[src/sv/rbps_pkg.sv]
// Shared constants and types for the rounded border pixel shader.
package rbps_pkg;

    // Default frame size limit, in pixels.
    localparam int MAX_DIM_DEF = 4096;

    // Field and register widths.
    localparam int COORD_W    = 12;
    localparam int REG13_W    = 13;
    localparam int CFG_DATA_W = 32;
    localparam int CFG_IDX_W  = 3;
    localparam int EDGE_W     = 8;
    localparam int CHAN_W     = 8;
    localparam int PROD_W     = 2 * CHAN_W;

    // Geometry at doubled scale: signed working width, radius/offset width, square-sum width.
    localparam int GW   = 18;
    localparam int RW   = REG13_W + 1;
    localparam int SQ_W = 2 * RW + 1;

    // Register indexes on the configuration port.
    localparam logic [CFG_IDX_W-1:0] CFG_FRAME_WIDTH   = 3'd0;
    localparam logic [CFG_IDX_W-1:0] CFG_FRAME_HEIGHT  = 3'd1;
    localparam logic [CFG_IDX_W-1:0] CFG_CORNER_RADIUS = 3'd2;
    localparam logic [CFG_IDX_W-1:0] CFG_EDGE_WIDTHS   = 3'd3;
    localparam logic [CFG_IDX_W-1:0] CFG_TOP_COLOR     = 3'd4;
    localparam logic [CFG_IDX_W-1:0] CFG_RIGHT_COLOR   = 3'd5;
    localparam logic [CFG_IDX_W-1:0] CFG_BOTTOM_COLOR  = 3'd6;
    localparam logic [CFG_IDX_W-1:0] CFG_LEFT_COLOR    = 3'd7;

    // One axis of a rounded-rectangle test: inside the straight bounds, and
    // distance from the corner center along that axis (zero between corners).
    typedef struct packed {
        logic          inb;
        logic [RW-1:0] off;
    } t_axis;

endpackage

[src/sv/rounded_border_pixel_shader.sv]
// Rounded-rectangle border shader: pixel coordinate in, premultiplied BGRA out.
// Three register stages: input beat, edge offsets and color products, result.
// One pixel per cycle sustained; a stall on the output backs up through all stages.
// Synchronous active-low reset clears stage valids and loads the register defaults:
// frame 1x1, radius 0, edge widths 0, all colors 0.
module rounded_border_pixel_shader #(
    parameter int MAX_DIM = rbps_pkg::MAX_DIM_DEF
) (
    input  logic                               i_clk,
    input  logic                               i_rst_n,
    // configuration
    input  logic                               i_cfg_we,
    input  logic [rbps_pkg::CFG_IDX_W-1:0]     i_cfg_index,
    input  logic [rbps_pkg::CFG_DATA_W-1:0]    i_cfg_data,
    // pixel in
    input  logic                               i_pixel_valid,
    output logic                               o_pixel_ready,
    input  logic [rbps_pkg::COORD_W-1:0]       i_pixel_x,
    input  logic [rbps_pkg::COORD_W-1:0]       i_pixel_y,
    // color out
    output logic                               o_color_valid,
    input  logic                               i_color_ready,
    output logic [rbps_pkg::CHAN_W-1:0]        o_blue_out,
    output logic [rbps_pkg::CHAN_W-1:0]        o_green_out,
    output logic [rbps_pkg::CHAN_W-1:0]        o_red_out,
    output logic [rbps_pkg::CHAN_W-1:0]        o_alpha_out
);

    localparam int DIM_CLOG = $clog2(MAX_DIM + 1);
    localparam int DIM_W    = (DIM_CLOG < rbps_pkg::REG13_W) ? DIM_CLOG : rbps_pkg::REG13_W;
    localparam int GW       = rbps_pkg::GW;
    localparam int RW       = rbps_pkg::RW;
    localparam int SQ_W     = rbps_pkg::SQ_W;
    localparam int CW       = rbps_pkg::CHAN_W;
    localparam int PW       = rbps_pkg::PROD_W;
    localparam int EW       = rbps_pkg::EDGE_W;
    localparam int R13      = rbps_pkg::REG13_W;
    localparam int CRD      = rbps_pkg::COORD_W;

    // ---------------------------------------------------------------- config
    logic [R13-1:0]  r_frame_width;
    logic [R13-1:0]  r_frame_height;
    logic [R13-1:0]  r_corner_radius;
    logic [31:0]     r_edge_widths;
    logic [31:0]     r_top_color;
    logic [31:0]     r_right_color;
    logic [31:0]     r_bottom_color;
    logic [31:0]     r_left_color;

    always_ff @(posedge i_clk) begin
        if (!i_rst_n) begin
            r_frame_width   <= R13'(1);
            r_frame_height  <= R13'(1);
            r_corner_radius <= '0;
            r_edge_widths   <= '0;
            r_top_color     <= '0;
            r_right_color   <= '0;
            r_bottom_color  <= '0;
            r_left_color    <= '0;
        end else if (i_cfg_we) begin
            unique case (i_cfg_index)
                rbps_pkg::CFG_FRAME_WIDTH:   r_frame_width   <= i_cfg_data[R13-1:0];
                rbps_pkg::CFG_FRAME_HEIGHT:  r_frame_height  <= i_cfg_data[R13-1:0];
                rbps_pkg::CFG_CORNER_RADIUS: r_corner_radius <= i_cfg_data[R13-1:0];
                rbps_pkg::CFG_EDGE_WIDTHS:   r_edge_widths   <= i_cfg_data[31:0];
                rbps_pkg::CFG_TOP_COLOR:     r_top_color     <= i_cfg_data[31:0];
                rbps_pkg::CFG_RIGHT_COLOR:   r_right_color   <= i_cfg_data[31:0];
                rbps_pkg::CFG_BOTTOM_COLOR:  r_bottom_color  <= i_cfg_data[31:0];
                rbps_pkg::CFG_LEFT_COLOR:    r_left_color    <= i_cfg_data[31:0];
                default: ;
            endcase
        end
    end

    // ------------------------------------------------- geometry from config
    logic [DIM_W-1:0] dim_w, dim_h;
    logic [EW-1:0]    tw, rw, bw, lw, widest;
    logic [R13-1:0]   inner_r;
    logic signed [GW-1:0] g_w2, g_h2, g_ro2, g_ri2;
    logic signed [GW-1:0] g_ix0, g_iy0, g_ix1, g_iy1;
    logic [2*RW-1:0]  ro_sq, ri_sq;
    logic [RW-1:0]    ro2_u, ri2_u;

    always_comb begin
        // zero size reads as one, oversize saturates
        if (r_frame_width == '0)
            dim_w = DIM_W'(1);
        else if (32'(r_frame_width) > 32'(MAX_DIM))
            dim_w = DIM_W'(MAX_DIM);
        else
            dim_w = r_frame_width[DIM_W-1:0];
        if (r_frame_height == '0)
            dim_h = DIM_W'(1);
        else if (32'(r_frame_height) > 32'(MAX_DIM))
            dim_h = DIM_W'(MAX_DIM);
        else
            dim_h = r_frame_height[DIM_W-1:0];

        tw = r_edge_widths[31:24];
        rw = r_edge_widths[23:16];
        bw = r_edge_widths[15:8];
        lw = r_edge_widths[7:0];
        widest = tw;
        if (bw > widest) widest = bw;
        if (lw > widest) widest = lw;
        if (rw > widest) widest = rw;
        inner_r = (r_corner_radius > R13'(widest)) ? r_corner_radius - R13'(widest) : '0;

        g_w2  = signed'({{(GW-DIM_W-1){1'b0}}, dim_w, 1'b0});
        g_h2  = signed'({{(GW-DIM_W-1){1'b0}}, dim_h, 1'b0});
        ro2_u = {r_corner_radius, 1'b0};
        ri2_u = {inner_r, 1'b0};
        g_ro2 = signed'({{(GW-RW){1'b0}}, ro2_u});
        g_ri2 = signed'({{(GW-RW){1'b0}}, ri2_u});
        g_ix0 = signed'({{(GW-EW-1){1'b0}}, lw, 1'b0});
        g_iy0 = signed'({{(GW-EW-1){1'b0}}, tw, 1'b0});
        g_ix1 = g_w2 - signed'({{(GW-EW-1){1'b0}}, rw, 1'b0});
        g_iy1 = g_h2 - signed'({{(GW-EW-1){1'b0}}, bw, 1'b0});
        ro_sq = ro2_u * ro2_u;
        ri_sq = ri2_u * ri2_u;
    end

    function automatic rbps_pkg::t_axis axis_off(input logic signed [GW-1:0] p,
                                                 input logic signed [GW-1:0] lo,
                                                 input logic signed [GW-1:0] hi,
                                                 input logic signed [GW-1:0] rad);
        logic signed [GW-1:0] lo_r, hi_r, d;
        rbps_pkg::t_axis res;
        lo_r = lo + rad;
        hi_r = hi - rad;
        res.inb = (p >= lo) && (p <= hi);
        if (p < lo_r)
            d = lo_r - p;
        else if (p > hi_r)
            d = p - hi_r;
        else
            d = '0;
        // within bounds the offset never exceeds the radius
        res.off = d[RW-1:0];
        return res;
    endfunction

    // floor(p/255) for any product of two 8-bit values (p up to 65025)
    function automatic logic [CW-1:0] div255(input logic [PW-1:0] p);
        logic [PW:0] t;
        t = (PW+1)'(p) + (PW+1)'(p[PW-1:CW]) + (PW+1)'(1);
        return t[PW-1:CW];
    endfunction

    // ------------------------------------------------------- pipeline flow
    logic r_v1, r_v2, r_v3;
    logic adv1, adv2, adv3;

    assign adv3          = !r_v3 || i_color_ready;
    assign adv2          = !r_v2 || adv3;
    assign adv1          = !r_v1 || adv2;
    assign o_pixel_ready = adv1;
    assign o_color_valid = r_v3;

    always_ff @(posedge i_clk) begin
        if (!i_rst_n) begin
            r_v1 <= 1'b0;
            r_v2 <= 1'b0;
            r_v3 <= 1'b0;
        end else begin
            if (adv1) r_v1 <= i_pixel_valid;
            if (adv2) r_v2 <= r_v1;
            if (adv3) r_v3 <= r_v2;
        end
    end

    // ---------------------------------------------------- stage 1: input beat
    logic [CRD-1:0] r_s1_px, r_s1_py;

    always_ff @(posedge i_clk) begin
        if (i_pixel_valid && adv1) begin
            r_s1_px <= i_pixel_x;
            r_s1_py <= i_pixel_y;
        end
    end

    // ---------------------------------- stage 2: offsets, edge pick, products
    logic signed [GW-1:0] px2, py2, d_bot, d_rgt;
    rbps_pkg::t_axis ox, oy, ix, iy;
    logic [31:0]   sel_color;
    logic [CW-1:0] n_s2_alpha;
    logic [PW-1:0] n_s2_pb, n_s2_pg, n_s2_pr;

    always_comb begin
        // pixel center at doubled scale
        px2 = signed'({{(GW-CRD-1){1'b0}}, r_s1_px, 1'b1});
        py2 = signed'({{(GW-CRD-1){1'b0}}, r_s1_py, 1'b1});
        ox  = axis_off(px2, '0, g_w2, g_ro2);
        oy  = axis_off(py2, '0, g_h2, g_ro2);
        ix  = axis_off(px2, g_ix0, g_ix1, g_ri2);
        iy  = axis_off(py2, g_iy0, g_iy1, g_ri2);

        // nearest edge, ties resolved top, bottom, left, right
        d_bot = g_h2 - py2;
        d_rgt = g_w2 - px2;
        if (py2 <= d_bot && py2 <= px2 && py2 <= d_rgt)
            sel_color = r_top_color;
        else if (d_bot <= px2 && d_bot <= d_rgt)
            sel_color = r_bottom_color;
        else if (px2 <= d_rgt)
            sel_color = r_left_color;
        else
            sel_color = r_right_color;

        n_s2_alpha = sel_color[31:24];
        n_s2_pb    = sel_color[7:0]   * n_s2_alpha;
        n_s2_pg    = sel_color[15:8]  * n_s2_alpha;
        n_s2_pr    = sel_color[23:16] * n_s2_alpha;
    end

    logic          r_s2_in_o, r_s2_in_i;
    logic [RW-1:0] r_s2_dxo, r_s2_dyo, r_s2_dxi, r_s2_dyi;
    logic [CW-1:0] r_s2_alpha;
    logic [PW-1:0] r_s2_pb, r_s2_pg, r_s2_pr;

    always_ff @(posedge i_clk) begin
        if (adv2 && r_v1) begin
            r_s2_in_o  <= ox.inb && oy.inb;
            r_s2_in_i  <= ix.inb && iy.inb;
            r_s2_dxo   <= ox.off;
            r_s2_dyo   <= oy.off;
            r_s2_dxi   <= ix.off;
            r_s2_dyi   <= iy.off;
            r_s2_alpha <= n_s2_alpha;
            r_s2_pb    <= n_s2_pb;
            r_s2_pg    <= n_s2_pg;
            r_s2_pr    <= n_s2_pr;
        end
    end

    // ------------------------------------ stage 3: corner tests and result
    logic [SQ_W-1:0] sum_o, sum_i;
    logic            inside_o, inside_i, clear_px;

    always_comb begin
        sum_o    = SQ_W'(r_s2_dxo) * SQ_W'(r_s2_dxo) + SQ_W'(r_s2_dyo) * SQ_W'(r_s2_dyo);
        sum_i    = SQ_W'(r_s2_dxi) * SQ_W'(r_s2_dxi) + SQ_W'(r_s2_dyi) * SQ_W'(r_s2_dyi);
        inside_o = r_s2_in_o && (sum_o <= SQ_W'(ro_sq));
        inside_i = r_s2_in_i && (sum_i <= SQ_W'(ri_sq));
        clear_px = !inside_o || inside_i;
    end

    always_ff @(posedge i_clk) begin
        if (adv3 && r_v2) begin
            o_blue_out  <= clear_px ? '0 : div255(r_s2_pb);
            o_green_out <= clear_px ? '0 : div255(r_s2_pg);
            o_red_out   <= clear_px ? '0 : div255(r_s2_pr);
            o_alpha_out <= clear_px ? '0 : r_s2_alpha;
        end
    end

    // ------------------------------------------------------------ checks
    a_zero_alpha_clear: assert property (@(posedge i_clk) disable iff (!i_rst_n)
        o_color_valid && o_alpha_out == '0 |->
            o_blue_out == '0 && o_green_out == '0 && o_red_out == '0)
        else $error("nonzero color with zero alpha");

    a_premul_bound: assert property (@(posedge i_clk) disable iff (!i_rst_n)
        o_color_valid |->
            o_blue_out <= o_alpha_out && o_green_out <= o_alpha_out &&
            o_red_out <= o_alpha_out)
        else $error("premultiplied channel above alpha");

    a_backpressure_full: assert property (@(posedge i_clk) disable iff (!i_rst_n)
        !o_pixel_ready |-> r_v1 && r_v2 && r_v3 && !i_color_ready)
        else $error("input stalled with a free stage");

    a_stage2_hold: assert property (@(posedge i_clk) disable iff (!i_rst_n)
        r_v2 && !adv2 |=> r_v2 && $stable(r_s2_alpha) && $stable(r_s2_in_o))
        else $error("stage 2 beat lost during stall");

endmodule
[config.mk]
export PLATFORM = sky130hd
export DESIGN_NAME = rounded_border_pixel_shader
export DESIGN_NICKNAME = d
export VERILOG_FILES = /design/src/sv/rbps_pkg.sv /design/src/sv/rounded_border_pixel_shader.sv
export SDC_FILE = /design/constraint.sdc
export NUM_CORES = 2
export LEC_CHECK = 0
export BUFFER_PORTS_ARGS = -buffer_cell sky130_fd_sc_hd__buf_2
export CORE_UTILIZATION = 35
export DETAILED_ROUTE_END_ITERATION = 8
export GPL_ROUTABILITY_DRIVEN = 0
export HOLD_SLACK_MARGIN = 0.02
export SKIP_CTS_REPAIR_TIMING = 1
export SYNTH_ARGS = -nofsm -noshare
export SYNTH_HDL_FRONTEND = slang
export SYNTH_SLANG_ARGS = --single-unit
export TNS_END_PERCENT = 30
[constraint.sdc]
create_clock -name i_clk -period 35 [get_ports i_clk]
set_input_delay 1.75 -clock i_clk [delete_from_list [all_inputs] [get_ports i_clk]]
set_output_delay 1.75 -clock i_clk [all_outputs]
set_load 0.05 [all_outputs]
Yosys cells after proc, flatten, opt, wreduce, memory -nomap -nowiden
Index checks and enable logic that the tools add are counted.
W data, S select, Z words.
{"block": "word_totals", "reg_bits": 372, "inputBits": 64, "out_inout_bits": 34, "word_cells": 148}
{"block": "classes", "n_addsub": 27, "multipliers": 9, "n_lt_le_gt_ge": 28, "n_eq_ne": 7, "muxes": 19, "n_reduce_logical": 31}
{"operator": "$mul A14 B14 Y28", "count": 4}
{"operator": "$mux W14", "count": 8}
{"operator": "$mux W32", "count": 3}
{"operator": "$le A14 B15 Y1", "count": 5}
{"operator": "$mux W13", "count": 5}
{"operator": "$add A28 B28 Y29", "count": 2}
{"operator": "$le A29 B28 Y1", "count": 2}
{"operator": "$sub A14 B13 Y14", "count": 4}
{"operator": "$sub A14 B14 Y14", "count": 4}
{"operator": "$mul A13 B13 Y26", "count": 2}
{"operator": "$add A16 B1 Y16 const B", "count": 3}
{"operator": "$add A16 B8 Y16", "count": 3}
{"operator": "$mul A8 B8 Y16", "count": 3}
{"operator": "$gt A14 B16 Y1", "count": 2}
{"operator": "$sub A15 B15 Y16", "count": 2}
{"operator": "$add A9 B14 Y15", "count": 2}
{"operator": "$gt A14 B15 Y1", "count": 2}
{"operator": "$lt A13 B15 Y1", "count": 2}
{"operator": "$sub A14 B13 Y15", "count": 2}
{"operator": "$sub A14 B14 Y15", "count": 2}
{"operator": "$sub A14 B9 Y15", "count": 2}
{"operator": "$le A13 B14 Y1", "count": 2}
{"operator": "$lt A13 B14 Y1", "count": 2}
{"operator": "$ge A13 B9 Y1", "count": 2}
{"operator": "other kinds (17)", "count": 51}

Depth between registers and ports, before layout
{"block": "depth", "ltp_word": 12, "mapped_depth": 71, "depth_no_buf": 67}

Least setup slack after synthesis
Ideal clock, no wire load.
{"block": "synth_path", "path_type": "register -> register", "from": "register r_edge_widths[25]", "to": "register o_blue_out[0] (netlist bit) (data pin)", "setup_time_ns": 0.260, "t_arrival_ns": 13.683, "t_required_ns": 34.740, "path_slack_ns": 21.058, "stages_incl_launch_ff": 68, "n_path_buf": 4, "period_less_slack_ns": 13.942, "cell_sequence": "dfxtp_1 inv_1 ha_1 nor2b_1 o21a_1 o21a_1 o21bai_1 a21o_1 clkbuf_1 nand2_1 o21ai_0 inv_1 ha_1 and4_1 and2_1 nand2_1 a221oi_1 a311oi_1 [32 not listed] o41ai_1 o211ai_1 nand3_1 nand3_1 a41o_1 a21oi_1 xor2_1 ha_1 nand2_1 nand3b_1 a2111oi_0 o2111ai_1 o211a_1 nor2_1 or3_1 clkbuf_1 buf_2 nor3_1"}
{"block": "synth_between", "elab_chain_len": 12, "word_cells_on_any_way": 13, "cone_classes": "add/sub (1); mul (1); order compare (5); mux (4); reduce/logical (2)"}
{"element": "start, declared", "line_no": "rounded_border_pixel_shader.sv:44", "rtl": "logic [31:0] r_edge_widths;"}
{"element": "start signal, assigned", "line_no": "rounded_border_pixel_shader.sv:65", "rtl": "rbps_pkg::CFG_EDGE_WIDTHS: r_edge_widths <= i_cfg_data[31:0];"}
{"element": "$gt A8 B8 Y1", "line_no": "rounded_border_pixel_shader.sv:104", "rtl": "if (bw > widest) widest = bw;"}
{"element": "$mux W8 (*)", "line_no": "rounded_border_pixel_shader.sv:104"}
{"element": "$gt A8 B8 Y1", "line_no": "rounded_border_pixel_shader.sv:105", "rtl": "if (lw > widest) widest = lw;"}
{"element": "$mux W8 (*)", "line_no": "rounded_border_pixel_shader.sv:105"}
{"element": "$gt A8 B8 Y1", "line_no": "rounded_border_pixel_shader.sv:106", "rtl": "if (rw > widest) widest = rw;"}
{"element": "$mux W8 (*)", "line_no": "rounded_border_pixel_shader.sv:106"}
{"element": "$sub A13 B8 Y13 / $gt A13 B8 Y1 (equally long branches)", "line_no": "rounded_border_pixel_shader.sv:107", "rtl": "inner_r = (r_corner_radius > R13'(widest)) ? r_corner_radius - R13'(widest) : '0;"}
{"element": "$mux W13 (*)", "line_no": "rounded_border_pixel_shader.sv:107"}
{"element": "$mul A13 B13 Y26 (*)", "line_no": "rounded_border_pixel_shader.sv:120", "rtl": "ri_sq = ri2_u * ri2_u;"}
{"element": "$le A29 B28 Y1 (*)", "line_no": "rounded_border_pixel_shader.sv:244", "rtl": "inside_i = r_s2_in_i && (sum_i <= SQ_W'(ri_sq));"}
{"element": "$logic_and A1 B1 Y1 (*)", "line_no": "rounded_border_pixel_shader.sv:244"}
{"element": "$logic_or A1 B1 Y1 (*)", "line_no": "rounded_border_pixel_shader.sv:245", "rtl": "clear_px = !inside_o || inside_i;"}
{"element": "end signal, assigned", "line_no": "rounded_border_pixel_shader.sv:250", "rtl": "o_blue_out <= clear_px ? '0 : div255(r_s2_pb);"}
{"element": "end, declared", "line_no": "rounded_border_pixel_shader.sv:23", "rtl": "output logic [rbps_pkg::CHAN_W-1:0] o_blue_out,"}
Mark *: on every way between the ends. The rest lies on a longest branch, timed or not.
A chain may end at the register's enable or synchronous reset.

Worst setup path after layout
{"block": "layout_path", "from": "register r_edge_widths[25]", "to": "register o_red_out[0] (netlist bit) (data pin)"}
{"block": "layout_between", "elab_chain_len": 12, "word_cells_on_any_way": 13, "cone_classes": "add/sub (1); mul (1); order compare (5); mux (4); reduce/logical (2)"}
{"element": "$gt A8 B8 Y1", "line_no": "rounded_border_pixel_shader.sv:104"}
{"element": "$mux W8 (*)", "line_no": "rounded_border_pixel_shader.sv:104"}
{"element": "$gt A8 B8 Y1", "line_no": "rounded_border_pixel_shader.sv:105"}
{"element": "$mux W8 (*)", "line_no": "rounded_border_pixel_shader.sv:105"}
{"element": "$gt A8 B8 Y1", "line_no": "rounded_border_pixel_shader.sv:106"}
{"element": "$mux W8 (*)", "line_no": "rounded_border_pixel_shader.sv:106"}
{"element": "$sub A13 B8 Y13 / $gt A13 B8 Y1 (equally long branches)", "line_no": "rounded_border_pixel_shader.sv:107"}
{"element": "$mux W13 (*)", "line_no": "rounded_border_pixel_shader.sv:107"}
{"element": "$mul A13 B13 Y26 (*)", "line_no": "rounded_border_pixel_shader.sv:120"}
{"element": "$le A29 B28 Y1 (*)", "line_no": "rounded_border_pixel_shader.sv:244"}
{"element": "$logic_and A1 B1 Y1 (*)", "line_no": "rounded_border_pixel_shader.sv:244"}
{"element": "$logic_or A1 B1 Y1 (*)", "line_no": "rounded_border_pixel_shader.sv:245"}
{"element": "end signal, assigned", "line_no": "rounded_border_pixel_shader.sv:252", "rtl": "o_red_out <= clear_px ? '0 : div255(r_s2_pr);"}
{"element": "end, declared", "line_no": "rounded_border_pixel_shader.sv:25", "rtl": "output logic [rbps_pkg::CHAN_W-1:0] o_red_out,"}
Marks and branches as above.

==> metrics.txt <==
status=completed; initial antenna violation count=22; Placed Cells=9991; first-pass GRT wire length=roughly 300 mm; I/O pin count=98; CORE AREA=0.189 mm²; largest net degree at the start of global routing=113; CP endpoint kind=flop; DP HPWL=152 mm; GRT Overall Usage=0.196; nets@finish=~9500; Synth area leader=fa_1; Final TNS setup=0 ns; critical path type=flop to flop; Wirelength per Cell=~19 µm; DR vias=51000; drt total wl=approximately 190 mm; grt ovf=0; hold slack=between 0.4 and 0.5 ns; fin cells=between 10000 and 15000; Starting Density=0.354; Setup-failing EPs final=0; Syn-to-layout area delta=7.23%; Hold Path Class=flop to flop; Post-Synthesis Cells=7520; unrepaired setup endpoints after global routing=no; Fin. Hold Viols=0; slowest CP cell=o41ai_1; Die Area=0.192 mm²; synth warn=0; relative slew slack=0.163; CTS Buf Count=44; post-synth cell types=87; Critical Path RT=around 35 ns; FF/Latch Area=0.00915 mm²; Startpoint Class=flop; CTS tree=yes; Final Cycle Share=0.487; Filler cells=~19000; Maximum Capacitance Violations=0; post-synthesis instance area=~0.067 mm²; area fraction of the dominant cell type after synthesis=0.273; synthesized area per cell=8.87 µm²; Worst-path clk slew=approximately 0.070 ns; clock latency on the worst-skew pair=0.63 ns; EDFF count, synth=between 150 and 200; Die Height=between 400 and 500 µm; row count=approximately 160; Post-route DRC=0; number of global-route vias before repair=roughly 53000; top cells by area, synth=fa_1 27%, ha_1 18%, inv_1 8.4%; sequential share of the synthesized area=0.137; Synth Register Bits=between 300 and 400; Via-to-Cell Ratio=about 5.1; Slew @ Worst Pin=~1.2 ns; Root Buffer=clkbuf_16; port buffer count=97; Synth async-reset ratio=0; DIE WIDTH=between 400 and 500 µm; top_reg_cell synth=dfxtp_1; most frequent CP cell=inv_1; worst path bufs/invs=8; CTS Buffer Depth=3; footprint of the multi-input gates=a little over 0.05 mm²; drt pass-1 iters=6; top-count cell post-synth=inv_1; Final Max Slew Viols=0; synth cell count leaders=1493 x inv_1, 945 x ha_1, 909 x fa_1; fmax=slightly below 0.06 GHz; share of cells above drive strength 1=0.0481; Final min period=between 15 and 20 ns; clock skew after layout=0.0408 ns; Net Count, Synth=approximately 9400; Post-DRT Antenna Nets=0; CP max FO=32; CP top delay family=compound AO/OA/AOI/OAI gates; detailed router's first-iteration violation count=between 3000 and 4000; H-tree Lvls=2; CP peak stage delay=1.00 ns; CTS sink cnt=372; WP data arrival=between 15 and 20 ns
## cell type report
class                   instances  share of cell area
well taps                    2495              0.0436
flip-flops and latches        372               0.128
multi-input cells            5437               0.715
clock inverters                17             0.00241
repair buffers                183              0.0158
clock buffers                  56              0.0163
diodes                          7            0.000245
inverters                    1504              0.0789
## flip-flops by register name, indices dropped and copies added, names as in the netlist, 8 cells and up
signal,flops
r_right_color,32
r_frame_height,13
r_s2_dyo,14
r_s2_pg,16
r_bottom_color,32
r_frame_width,13
r_edge_widths,32
r_s2_alpha,8
r_s2_pr,16
r_corner_radius,13
r_top_color,32
r_s2_pb,16
o_blue_out,8
r_s2_dxo,14
r_s1_px,12
r_s2_dxi,14
o_green_out,8
o_alpha_out,8
r_s2_dyi,14
o_red_out,8
r_left_color,32
r_s1_py,12
## worst paths after layout
kind,slack [ns],start,endpoint,cells after the start
hold reg to reg,0.46,r_bottom_color[26]$_SDFFE_PN0P_,r_bottom_color[26]$_SDFFE_PN0P_,2
setup reg to reg,17.94,r_edge_widths[25]$_SDFFE_PN0P_,o_red_out[0]$_SDFFCE_PP0P_,64
setup / recovery,17.94,r_edge_widths[25]$_SDFFE_PN0P_,o_red_out[0]$_SDFFCE_PP0P_,64
hold / removal,0.46,r_bottom_color[26]$_SDFFE_PN0P_,r_bottom_color[26]$_SDFFE_PN0P_,2
## layer usage
metal,vias up,GRT usage,part of all wire
li1,24000,-,-
met1,25300,0.261,0.44
met2,1385,0.326,0.47
met3,285,0.0269,0.061
met4,14,0.0600,0.034
met5,-,0,0.00042
## logic make-up (layout without fill, tap and decap cells)
logic type / count (synthesis) / in the layout / share of synthesized area
simple gates: 2064 / 2064 / 0.146
fa+ha+maj: 1854 / 1854 / 0.450
buf+inv: 1711 / 1760 / 0.0976
compound gates: 1086 / 1086 / 0.111
flops: 372 / 372 / 0.137
xor+xnor: 347 / 347 / 0.0455
mux: 86 / 86 / 0.0137
other cells: 0 / 7 / 0
## metrics by stage
step,utilization,area [µm²],setup slack (ns)
global placement,0.372,70200,18.61
finish,0.379,71500,17.94
global route,0.379,71500,16.98
floorplan,-,66700,21.06
CTS,0.379,71500,18.29
detailed placement,0.372,70200,18.35
## worst min-delay path: cells and delay by family, from the launching register on
family	cells	cell delay (ns)
compound gates	1	0.06
simple gates	1	0.04
flops	1	0.30
## layout by cell type (no fill, tap or decap), types with 172 or more instances in the layout
cell,netlist,layout
fa_1,909,909
o21ai_0,172,172
ha_1,945,945
inv_1,1493,1493
a21oi_1,236,236
xnor2_1,212,212
dfxtp_1,202,202
nor2_1,481,477
nand2_1,785,785
and2_1,204,204
a21boi_0,216,215
Power is left out: the tool's default activity adds up to more than one toggle a clock period on the data nets, which glitch-free logic cannot reach.
